[config.mk]
export PLATFORM = sky130hd
export DESIGN_NAME = power_state_residency_tracker_core
export DESIGN_NICKNAME = d
export VERILOG_FILES = /design/src/design/psrt_pkg.sv /design/src/design/power_state_residency_tracker_core.sv
export SDC_FILE = /design/constraint.sdc
export NUM_CORES = 2
export LEC_CHECK = 0
export ABC_AREA = 1
export BUFFER_PORTS_ARGS = -buffer_cell sky130_fd_sc_hd__clkbuf_2
export CAP_MARGIN = 20
export CORE_MARGIN = 3
export CORE_UTILIZATION = 30
export DETAILED_ROUTE_END_ITERATION = 7
export GPL_ROUTABILITY_DRIVEN = 0
export SETUP_SLACK_MARGIN = 0.02
export SLEW_MARGIN = 20
export SYNTH_ARGS = -nofsm -noshare
export SYNTH_HDL_FRONTEND = slang
export SYNTH_SLANG_ARGS = --single-unit
[constraint.sdc]
create_clock -name i_clk -period 30.9 [get_ports i_clk]
set_input_delay 1.545 -clock i_clk [delete_from_list [all_inputs] [get_ports i_clk]]
set_output_delay 1.545 -clock i_clk [all_outputs]
set_load 0.01 [all_outputs]
[src/design/psrt_pkg.sv]
`timescale 1ns / 1ps
// ----------------------------------------------------------------------------
// psrt_pkg - power state residency tracker definitions
// Operation codes and fixed field widths shared by the tracker core.
// ----------------------------------------------------------------------------
package psrt_pkg;

    localparam int OP_W    = 2;
    localparam int STATE_W = 3;
    localparam int TIME_W  = 64;

    typedef enum logic [OP_W-1:0] {
        OP_START  = 2'd0,
        OP_CHANGE = 2'd1,
        OP_READ   = 2'd2,
        OP_STOP   = 2'd3
    } t_op;

    typedef logic [STATE_W-1:0] t_state;
    typedef logic [TIME_W-1:0]  t_time;

endpackage

[src/design/power_state_residency_tracker_core.sv]
`timescale 1ns / 1ps
// ----------------------------------------------------------------------------
// power_state_residency_tracker_core - per-state residency bookkeeping
// Keeps accumulated time, entry count and entry/exit stamps for each power
// state and answers start, change, read and stop requests.
// ----------------------------------------------------------------------------
// One request beat in, one result beat out. A request lands in an input
// register; once the result register can take it, the per-state record
// lanes compute their new contents and the result, and both are written
// on the same edge, the result into the result register. A new request is
// taken every cycle as long as the result register drains; the rate is
// one beat per cycle, set by the record update (a 64-bit accumulate in the
// tracked state's lane). Results hold while o_out_valid
// is high and i_out_stall is asserted; the input side then stalls only
// once its own register is full. Start refuses when already tracking, change
// refuses when untracked, and any state index at or above NUM_STATES is
// refused by start, change and read. Stop always succeeds and clears all
// records. Record fields of a result are zero unless it answers an accepted
// read. All sums, counts and time differences wrap modulo 2^64.
// ----------------------------------------------------------------------------
module power_state_residency_tracker_core #(
    parameter int NUM_STATES = 2
) (
    input  logic                     i_clk,
    input  logic                     i_rst_n,
    // request channel
    input  logic                     i_in_valid,
    output logic                     o_in_stall,
    input  logic [psrt_pkg::OP_W-1:0]    i_op,
    input  logic [psrt_pkg::STATE_W-1:0] i_state_index,
    input  logic                     i_from_zero,
    input  logic [psrt_pkg::TIME_W-1:0]  i_now_us,
    // result channel
    output logic                     o_out_valid,
    input  logic                     i_out_stall,
    output logic                     o_status,
    output logic                     o_tracking,
    output logic [psrt_pkg::STATE_W-1:0] o_current_state,
    output logic [psrt_pkg::TIME_W-1:0]  o_state_time,
    output logic [psrt_pkg::TIME_W-1:0]  o_entry_total,
    output logic [psrt_pkg::TIME_W-1:0]  o_last_entry_time,
    output logic [psrt_pkg::TIME_W-1:0]  o_last_exit_time
);
    import psrt_pkg::*;

    // ------------------------------------------------------------------
    // Input register
    // ------------------------------------------------------------------
    logic   r_in_valid;
    t_op    r_op;
    t_state r_idx;
    logic   r_from_zero;
    t_time  r_now;

    logic   w_fire;      // input register beat is processed this cycle
    logic   w_in_take;   // new request beat accepted this cycle

    assign w_fire     = r_in_valid && (!o_out_valid || !i_out_stall);
    assign o_in_stall = r_in_valid && !w_fire;
    assign w_in_take  = i_in_valid && !o_in_stall;

    always_ff @(posedge i_clk) begin
        if (!i_rst_n) begin
            r_in_valid <= 1'b0;
        end else if (w_in_take) begin
            r_in_valid <= 1'b1;
        end else if (w_fire) begin
            r_in_valid <= 1'b0;
        end
    end

    // payload, no reset needed
    always_ff @(posedge i_clk) begin
        if (w_in_take) begin
            r_op        <= t_op'(i_op);
            r_idx       <= i_state_index;
            r_from_zero <= i_from_zero;
            r_now       <= i_now_us;
        end
    end

    // ------------------------------------------------------------------
    // Tracker state and per-state record lanes
    // ------------------------------------------------------------------
    logic   r_tracking;
    t_state r_active;
    t_time  r_acc   [NUM_STATES];
    t_time  r_last  [NUM_STATES];
    t_time  r_cnt   [NUM_STATES];
    t_time  r_entry [NUM_STATES];
    t_time  r_exit  [NUM_STATES];

    logic   n_tracking;
    t_state n_active;
    t_time  n_acc   [NUM_STATES];
    t_time  n_last  [NUM_STATES];
    t_time  n_cnt   [NUM_STATES];
    t_time  n_entry [NUM_STATES];
    t_time  n_exit  [NUM_STATES];

    // request decode
    logic  w_idx_ok;
    logic  w_start_ok;
    logic  w_change_ok;
    logic  w_read_ok;
    logic  w_read_adv;
    logic  w_stop;
    logic  w_status;
    t_time w_enter_time;

    assign w_idx_ok = ({1'b0, r_idx} < (STATE_W + 1)'(NUM_STATES));

    always_comb begin
        w_start_ok  = 1'b0;
        w_change_ok = 1'b0;
        w_read_ok   = 1'b0;
        w_stop      = 1'b0;
        w_status    = 1'b0;
        unique case (r_op)
            OP_START: begin
                w_start_ok = w_idx_ok && !r_tracking;
                w_status   = !w_start_ok;
            end
            OP_CHANGE: begin
                // change to the tracked state is accepted and does nothing
                w_change_ok = w_idx_ok && r_tracking && (r_idx != r_active);
                w_status    = !(w_idx_ok && r_tracking);
            end
            OP_READ: begin
                w_read_ok = w_idx_ok;
                w_status  = !w_idx_ok;
            end
            OP_STOP: begin
                w_stop = 1'b1;
            end
            default: begin
                w_status = 1'b1;
            end
        endcase
    end

    assign w_read_adv   = w_read_ok && r_tracking && (r_idx == r_active);
    assign w_enter_time = (w_start_ok && r_from_zero) ? '0 : r_now;

    // each lane only looks at its own record
    always_comb begin
        for (int i = 0; i < NUM_STATES; i++) begin
            logic is_act;
            logic hit;
            logic adv;
            logic ent;
            is_act = (r_active == STATE_W'(i));
            hit    = (r_idx == STATE_W'(i));
            adv    = (w_change_ok || w_read_adv) && is_act;
            ent    = (w_start_ok || w_change_ok) && hit;

            n_acc[i]   = r_acc[i];
            n_last[i]  = r_last[i];
            n_cnt[i]   = r_cnt[i];
            n_entry[i] = r_entry[i];
            n_exit[i]  = r_exit[i];

            if (w_stop) begin
                n_acc[i]   = '0;
                n_last[i]  = '0;
                n_cnt[i]   = '0;
                n_entry[i] = '0;
                n_exit[i]  = '0;
            end else begin
                if (adv) begin
                    n_acc[i]  = r_acc[i] + (r_now - r_last[i]);
                    n_last[i] = r_now;
                end
                if (w_change_ok && is_act) begin
                    n_exit[i] = r_now;
                end
                if (ent) begin
                    n_last[i]  = w_enter_time;
                    n_cnt[i]   = r_cnt[i] + TIME_W'(1);
                    n_entry[i] = w_enter_time;
                end
            end
        end
    end

    always_comb begin
        n_tracking = r_tracking;
        n_active   = r_active;
        if (w_stop) begin
            n_tracking = 1'b0;
            n_active   = '0;
        end else if (w_start_ok || w_change_ok) begin
            n_tracking = 1'b1;
            n_active   = r_idx;
        end
    end

    always_ff @(posedge i_clk) begin
        if (!i_rst_n) begin
            r_tracking <= 1'b0;
            r_active   <= '0;
            for (int i = 0; i < NUM_STATES; i++) begin
                r_acc[i]   <= '0;
                r_last[i]  <= '0;
                r_cnt[i]   <= '0;
                r_entry[i] <= '0;
                r_exit[i]  <= '0;
            end
        end else if (w_fire) begin
            r_tracking <= n_tracking;
            r_active   <= n_active;
            for (int i = 0; i < NUM_STATES; i++) begin
                r_acc[i]   <= n_acc[i];
                r_last[i]  <= n_last[i];
                r_cnt[i]   <= n_cnt[i];
                r_entry[i] <= n_entry[i];
                r_exit[i]  <= n_exit[i];
            end
        end
    end

    // ------------------------------------------------------------------
    // Result select: updated record of the queried lane, zero otherwise
    // ------------------------------------------------------------------
    t_time w_sel_acc;
    t_time w_sel_cnt;
    t_time w_sel_entry;
    t_time w_sel_exit;

    always_comb begin
        w_sel_acc   = '0;
        w_sel_cnt   = '0;
        w_sel_entry = '0;
        w_sel_exit  = '0;
        for (int i = 0; i < NUM_STATES; i++) begin
            if (w_read_ok && (r_idx == STATE_W'(i))) begin
                w_sel_acc   = n_acc[i];
                w_sel_cnt   = n_cnt[i];
                w_sel_entry = n_entry[i];
                w_sel_exit  = n_exit[i];
            end
        end
    end

    // ------------------------------------------------------------------
    // Result register
    // ------------------------------------------------------------------
    logic   r_out_valid;
    logic   r_status;
    logic   r_out_tracking;
    t_state r_out_state;
    t_time  r_out_acc;
    t_time  r_out_cnt;
    t_time  r_out_entry;
    t_time  r_out_exit;

    always_ff @(posedge i_clk) begin
        if (!i_rst_n) begin
            r_out_valid <= 1'b0;
        end else if (w_fire) begin
            r_out_valid <= 1'b1;
        end else if (!i_out_stall) begin
            r_out_valid <= 1'b0;
        end
    end

    always_ff @(posedge i_clk) begin
        if (w_fire) begin
            r_status       <= w_status;
            r_out_tracking <= n_tracking;
            r_out_state    <= n_tracking ? n_active : '0;
            r_out_acc      <= w_sel_acc;
            r_out_cnt      <= w_sel_cnt;
            r_out_entry    <= w_sel_entry;
            r_out_exit     <= w_sel_exit;
        end
    end

    assign o_out_valid       = r_out_valid;
    assign o_status          = r_status;
    assign o_tracking        = r_out_tracking;
    assign o_current_state   = r_out_state;
    assign o_state_time      = r_out_acc;
    assign o_entry_total     = r_out_cnt;
    assign o_last_entry_time = r_out_entry;
    assign o_last_exit_time  = r_out_exit;

    // ------------------------------------------------------------------
    // Assertions
    // ------------------------------------------------------------------
    a_active_in_range: assert property (@(posedge i_clk) disable iff (!i_rst_n)
        ({1'b0, r_active} < (STATE_W + 1)'(NUM_STATES)))
        else $error("active state out of range");

    a_idle_active_zero: assert property (@(posedge i_clk) disable iff (!i_rst_n)
        !r_tracking |-> (r_active == '0))
        else $error("active state set while untracked");

    a_untracked_result: assert property (@(posedge i_clk) disable iff (!i_rst_n)
        (o_out_valid && !o_tracking) |-> (o_current_state == '0))
        else $error("untracked result reports a state");

    a_reject_no_record: assert property (@(posedge i_clk) disable iff (!i_rst_n)
        (o_out_valid && o_status) |->
            (o_state_time == '0 && o_entry_total == '0 &&
             o_last_entry_time == '0 && o_last_exit_time == '0))
        else $error("rejected beat carries record data");

    a_stall_needs_item: assert property (@(posedge i_clk) disable iff (!i_rst_n)
        !r_in_valid |-> !o_in_stall)
        else $error("input stalled with empty input register");

endmodule
-- Yosys cells after proc, flatten, opt, wreduce, memory -nomap -nowiden
Memory sizes are Yosys's and may differ from the RTL's.
Cells that the tools add are included.
- bits of input ports: 74
- output and inout bits: 263
- memories kept: 5
- flip-flop bits (word level): 337
- RAM bits: 640
- logic and storage cells: 135
- memory list (name ; depth ; width ; read ports ; clocked after Yosys merged registers in ; write ports ; RTL line ; source):
    r_acc ; 2 ; 64 ; 2 ; 0 ; 2 ; power_state_residency_tracker_core.sv:87 ; t_time r_acc [NUM_STATES];
    r_cnt ; 2 ; 64 ; 2 ; 0 ; 2 ; power_state_residency_tracker_core.sv:89 ; t_time r_cnt [NUM_STATES];
    r_entry ; 2 ; 64 ; 2 ; 0 ; 2 ; power_state_residency_tracker_core.sv:90 ; t_time r_entry [NUM_STATES];
    r_exit ; 2 ; 64 ; 2 ; 0 ; 2 ; power_state_residency_tracker_core.sv:91 ; t_time r_exit [NUM_STATES];
    r_last ; 2 ; 64 ; 2 ; 0 ; 2 ; power_state_residency_tracker_core.sv:88 ; t_time r_last [NUM_STATES];
- equal/unequal tests: 8
- multiplexer cells: 58
- $add $sub $neg: 6
- order comparisons: 1
- bitwise logic cells: 10
- reductions and logical operators: 32
- operators with widths (operator ; count):
    two-way mux 64 bit ; 41
    adder 64 x 1 -> 64 bit (second input constant) ; 2
    adder 64 bit ; 2
    subtractor 64 bit ; 2
    logical AND 1 bit ; 17
    two-way mux 1 bit ; 14
    bitwise OR 1 bit ; 10
    logical NOT 1 bit ; 8
    == test 3 x 1 -> 1 bit (second input constant) ; 2
    logical NOT 3 bit ; 2
    two-way mux 3 bit ; 2
    == test 2 bit (second input constant) ; 2
    == test 3 bit ; 1
    logical OR 1 bit ; 3
    less-than comparator 3 x 2 -> 1 bit (second input constant) ; 1
    != test 3 bit ; 1
    case mux 1 bit (3 select lines) ; 1
    == test 2 x 1 -> 1 bit (second input constant) ; 1
    logical NOT 2 bit ; 1
    != test 2 x 1 -> 1 bit (second input constant) ; 1
    nonzero test 2 bit ; 1

-- Longest topological paths before layout
- depth in word-level cells: 10
- gate-level depth with buffers: 21
- depth with buffers taken out: 21

-- Least setup slack after synthesis
No wires, ideal clock.
- path type: in2reg
- start point: in i_out_stall
- end point: mem r_last[0][0] in the netlist's numbering (enable)
- setup time: 0.418 ns
- stages on the path: 5
- path buffers: 0
- setup slack: 2.096 ns
- arrival: 28.386 ns
- required time: 30.482 ns
- cell sequence: a21oi_1 > nor2_1 > inv_1 > o31ai_1 > inv_1
- RTL lines (item ; RTL line ; source):
    start: declaration ; power_state_residency_tracker_core.sv:35 ; input logic i_out_stall,
    end: declaration ; power_state_residency_tracker_core.sv:88 ;

==> results.md <==
- The number of global-route vias before repair is roughly 51000.
- The fraction of synthesized cell area taken by the top area cell type is 0.472.
- The xor/xnor cell area share of the yosys netlist is 0.0226.
- In the global route stage, overall resource usage came out at 0.196.
- On the final layout, the worst clock skew is 87.4 ps.
- Ranked by instance count, the synthesized netlist is headed by nand2_1, inv_1, edfxtp_1.
- The most used flip-flop cell after synthesis is edfxtp_1.
- The slew of the pin with the lowest slew margin is around 1200 ps.
- In this run the clock root is driven by a clkbuf_16.
- The biggest area contributor in the post-synthesis netlist is edfxtp_1.
- The worst register-to-register path has a setup slack of 26460 ps.
- Traced cell by cell, the critical path runs through clkbuf_2, a21oi_4, nor2_1, inv_8, buf_4, o31ai_1, inv_2, buf_4.
- The starting density of the core is 0.303.
- The first-pass detailed-route iteration total is 6.
- The post-detailed-route via-to-cell ratio is 4.96.
- The slowest library cell on the worst path is buf_4.
- Among the stages of the critical path, the cell type that occurs most often is buf_4.
- Gates resized during post-CTS repair numbered 0.
- TritonCTS built the clock tree.
- The post-synthesis simple-gate area fraction is 0.250.
- The height of the die is 460 µm.
- The summed negative setup slack over all endpoints is 0 ps.
- Entering global routing, the biggest net connects roughly 190 pins.
- STA classifies the critical path endpoint as a flip-flop.
- The critical path is of the in2reg type.
- The post-placement worst setup slack is roughly 25000 ps.
- The most numerous cell in the Yosys netlist is nand2_1.
- The largest fanout of any net on the critical path is 90.
- CTS built an H-tree with a depth of 3.
- The global-route wire length before repair is 317000 µm.
- The die width is 460 µm.
- The type of element launching the critical path is an input port.
- The final net count is 8340.
- The delay of the slowest cell on the worst path is 660 ps.
- In this run the cell area of the synthesized design comes to 61700 µm².
- The class of the tightest hold or removal check is reg2reg.
- After detailed routing, the average wire length per cell comes to 19.8 µm.
- The post-layout worst setup margin is 25930 ps.
- The internal power summed over all cells is around 0.0026 W.
- The switching power is 0.00127 W.
- The number of cells traversed by the worst register-to-register path is 8.
- The path with the worst hold slack has its endpoint at r_tracking$_SDFFE_PN0P_.
- After detailed routing, the total wire length is 213000 µm.
- Counting every sink on the clock net gives 977.
- The overall overflow remaining after global route is 0.
- The final core utilization is 0.342.
- The floorplan has 165 rows.
- The Yosys step of the flow raised 0 warnings.
- The clock period minus worst slack is 4970 ps.
- For this run, design rule violations remaining after detail routing come to 0.
- The die covers around 210000 µm².
- The count of flip-flops with a built-in enable after synthesis is between 900 and 1000.
- The critical path required time is 31300 ps.
- The worst hold path begins at r_tracking$_SDFFE_PN0P_.
- Setup repair after global routing left no endpoint under its margin.
- The count of unique library cells instantiated by Yosys is 43.
- The number of pins with negative max-slew slack in the final report is 0.
- The flow ran to the end, and the final reports show no timing, DRC or antenna violations.
- The worst hold path passes through 2 cells.
- When the netlist entered floorplanning its net count stood at 8141.
- The area growth from synthesis to layout is 12.7%.
- The hold buffer count at cts is 0.
- The floorplan core area is around 200000 µm².
- The number of storage elements in the synthesis netlist is 977.
- Of the total synthesized cell area, the portion taken by full adders, half adders and majority gates is 0.0672.
- The share of total power dissipated in sequential elements is 0.416.
- The hold violation count in the final report is 0.
- In this run the tool buffered the top-level ports with 336 buffer cells.
- The number of instances in the synthesized netlist is ~7800.
- Across all layers, the routed design uses 53501 vias.
- The number of I/O pins is 337.
- For this run, the register share of the synthesized area comes to 0.474.
- The post-synthesis area per instance is 7.90 µm².
- The fraction of final layout cells with drive strength greater than 1 is 0.0720.
- The startpoint identified for the worst register-to-register timing path is r_in_valid$_SDFFE_PN0P_.
- The initial antenna violation count is 16.
- The cell family contributing the most delay on the critical path is buffers and inverters.
- After synthesis, the largest family of logic cells by area is simple AND/OR/NAND/NOR gates.
- After synthesis, the share of cell area in mux cells is 0.
- Power spread over the standard cell area amounts to 55.0 nW/µm².
- The logic gate share of total power is 0.237.
- Counting both buffers and inverters, the worst setup path holds a total of 5.
- Detailed placement finished with a half-perimeter wire length of 157000 µm.
- In this run the remaining antenna-violating nets after routing total 0.
- The number of buffers between clock root and the deepest sink is 3.
- Of the available clock period, the critical path in the final layout requires 0.161.
- The clock latency reported for the late side of the worst-skew pair is a little under 800 ps.
- The data arrival time of the critical path is between 5000 and 6000 ps.
- The end of the worst register-to-register path is r_last[0][90]$_SDFFCE_PP0P_.
- The compound-gate portion of the synthesized area is 0.0742.
- The worst-case headroom to the max-slew limit is 0.197.
- In this run, the number of DRC markers left after iteration 0 of detailed routing was 6104.
- The maximum VDD drop is 0.0517 mV.
- The number of buffers inserted during clock tree synthesis is 106.
- The count of max-cap constraint violations is 0.
- Once the clock tree was built, the setup fixing pass inserted 0 buffers.
- The switching portion of total power is 0.332.
- Ranked by total cell area, the synthesized netlist is headed by edfxtp_1, nand2_1, inv_1.
- The power share of the clock group is 0.346.
- Setup violations remaining at the end of the flow were counted as 0.
- Clock-pin slew was measured on the worst setup and hold paths at approximately 60 ps.
- The timing-limited maximum frequency is 201 MHz.
- The static leakage is 30.8 nW.
- The share of async-settable or async-resettable flops after synthesis is 0.
registers in the layout (all words and copies together) (netlist names), 2 cells and up:
signal             count
o_last_exit_time      64
o_last_entry_time     64
r_active               3
r_entry              128
r_last               128
o_entry_total         64
r_now                 64
r_cnt                128
r_acc                128
o_current_state        3
o_state_time          64
r_op                   2
r_exit               128
r_idx                  3
placed cells by master (no fill, tap or decap), types with 72 or more instances in the layout:
cell type and count:
a21oi_1 198, clkbuf_16 107, clkbuf_2 336, edfxtp_1 971
fa_1 126, ha_1 130, inv_1 1483, nand2_1 2229
nand3_1 485, nor2_1 921, nor3_1 91, o211ai_1 136
o21ai_0 225, o21ai_1 72, o22ai_1 155, xor2_1 105
area by class of cell:
cell class                 count  area, µm²
multi-input combinational   5051      25600
sequential                   977      29300
tap                         2672       3340
fill                       21305     134000
inverter                    1495       5650
timing repair buffer         379       2060
clock buffer                 118       2720
clock inverter                77        841
antenna                        7       17.5
metal layers:
metal  track usage  part of all wire
met5             0                 0
met3        0.0359             0.090
met1         0.274              0.43
met2         0.303              0.44
met4        0.0704             0.039
cells by family (layout without fill, tap and decap cells):
kind of cell,Yosys count,in the layout
compound gates,801,801
flops,977,977
simple gates,3835,3835
other cells,0,7
buf+inv,1783,2069
xor+xnor,159,159
fa+ha+maj,256,256
power by group through the flow:
stage	sequential (W)	clock, W	combinational [W]
floorplan	0.00163	0	0.000604
global placement	0.00162	0	0.000880
detailed placement	0.00162	0	0.000887
CTS	0.00159	0.00135	0.000893
global route	0.00160	0.00140	0.00101
finish	0.00159	0.00133	0.000909
worst max-delay path by stage:
stage                      startpoint                      endpoint  slack, ps  cells past startpoint
after floorplan           i_out_stall    r_last[0][0]$_SDFFCE_PP0P_       2100                      5
after global placement    i_out_stall   r_last[0][94]$_SDFFCE_PP0P_      25130                      8
after detailed placement  i_out_stall  r_last[0][100]$_SDFFCE_PP0P_      25040                      8
after CTS                 i_out_stall  r_last[0][116]$_SDFFCE_PP0P_      25890                      8
after global routing      i_out_stall   r_last[0][90]$_SDFFCE_PP0P_      25700                      8
final                     i_out_stall   r_last[0][90]$_SDFFCE_PP0P_      25930                      8
stage by stage:
step                hold slack, ps  instance area [µm²]  total power, W  cells
floorplan                      454                61700         0.00224   7811
global placement               493                65900         0.00250  10574
detailed placement             493                65900         0.00251  10574
CTS                            504                69500         0.00384  10769
global route                   543                69500         0.00401  10771
finish                         508                69500         0.00383  10776
tightest hold or removal path, delay by kind of cell (launching register included):
kind               cells  cell delay [ps]
DFF                    1              340
AOI/OAI and AO/OA      1               50
and+or+nand+nor        1               70
No activity file was read; power rests on OpenSTA's default activity.
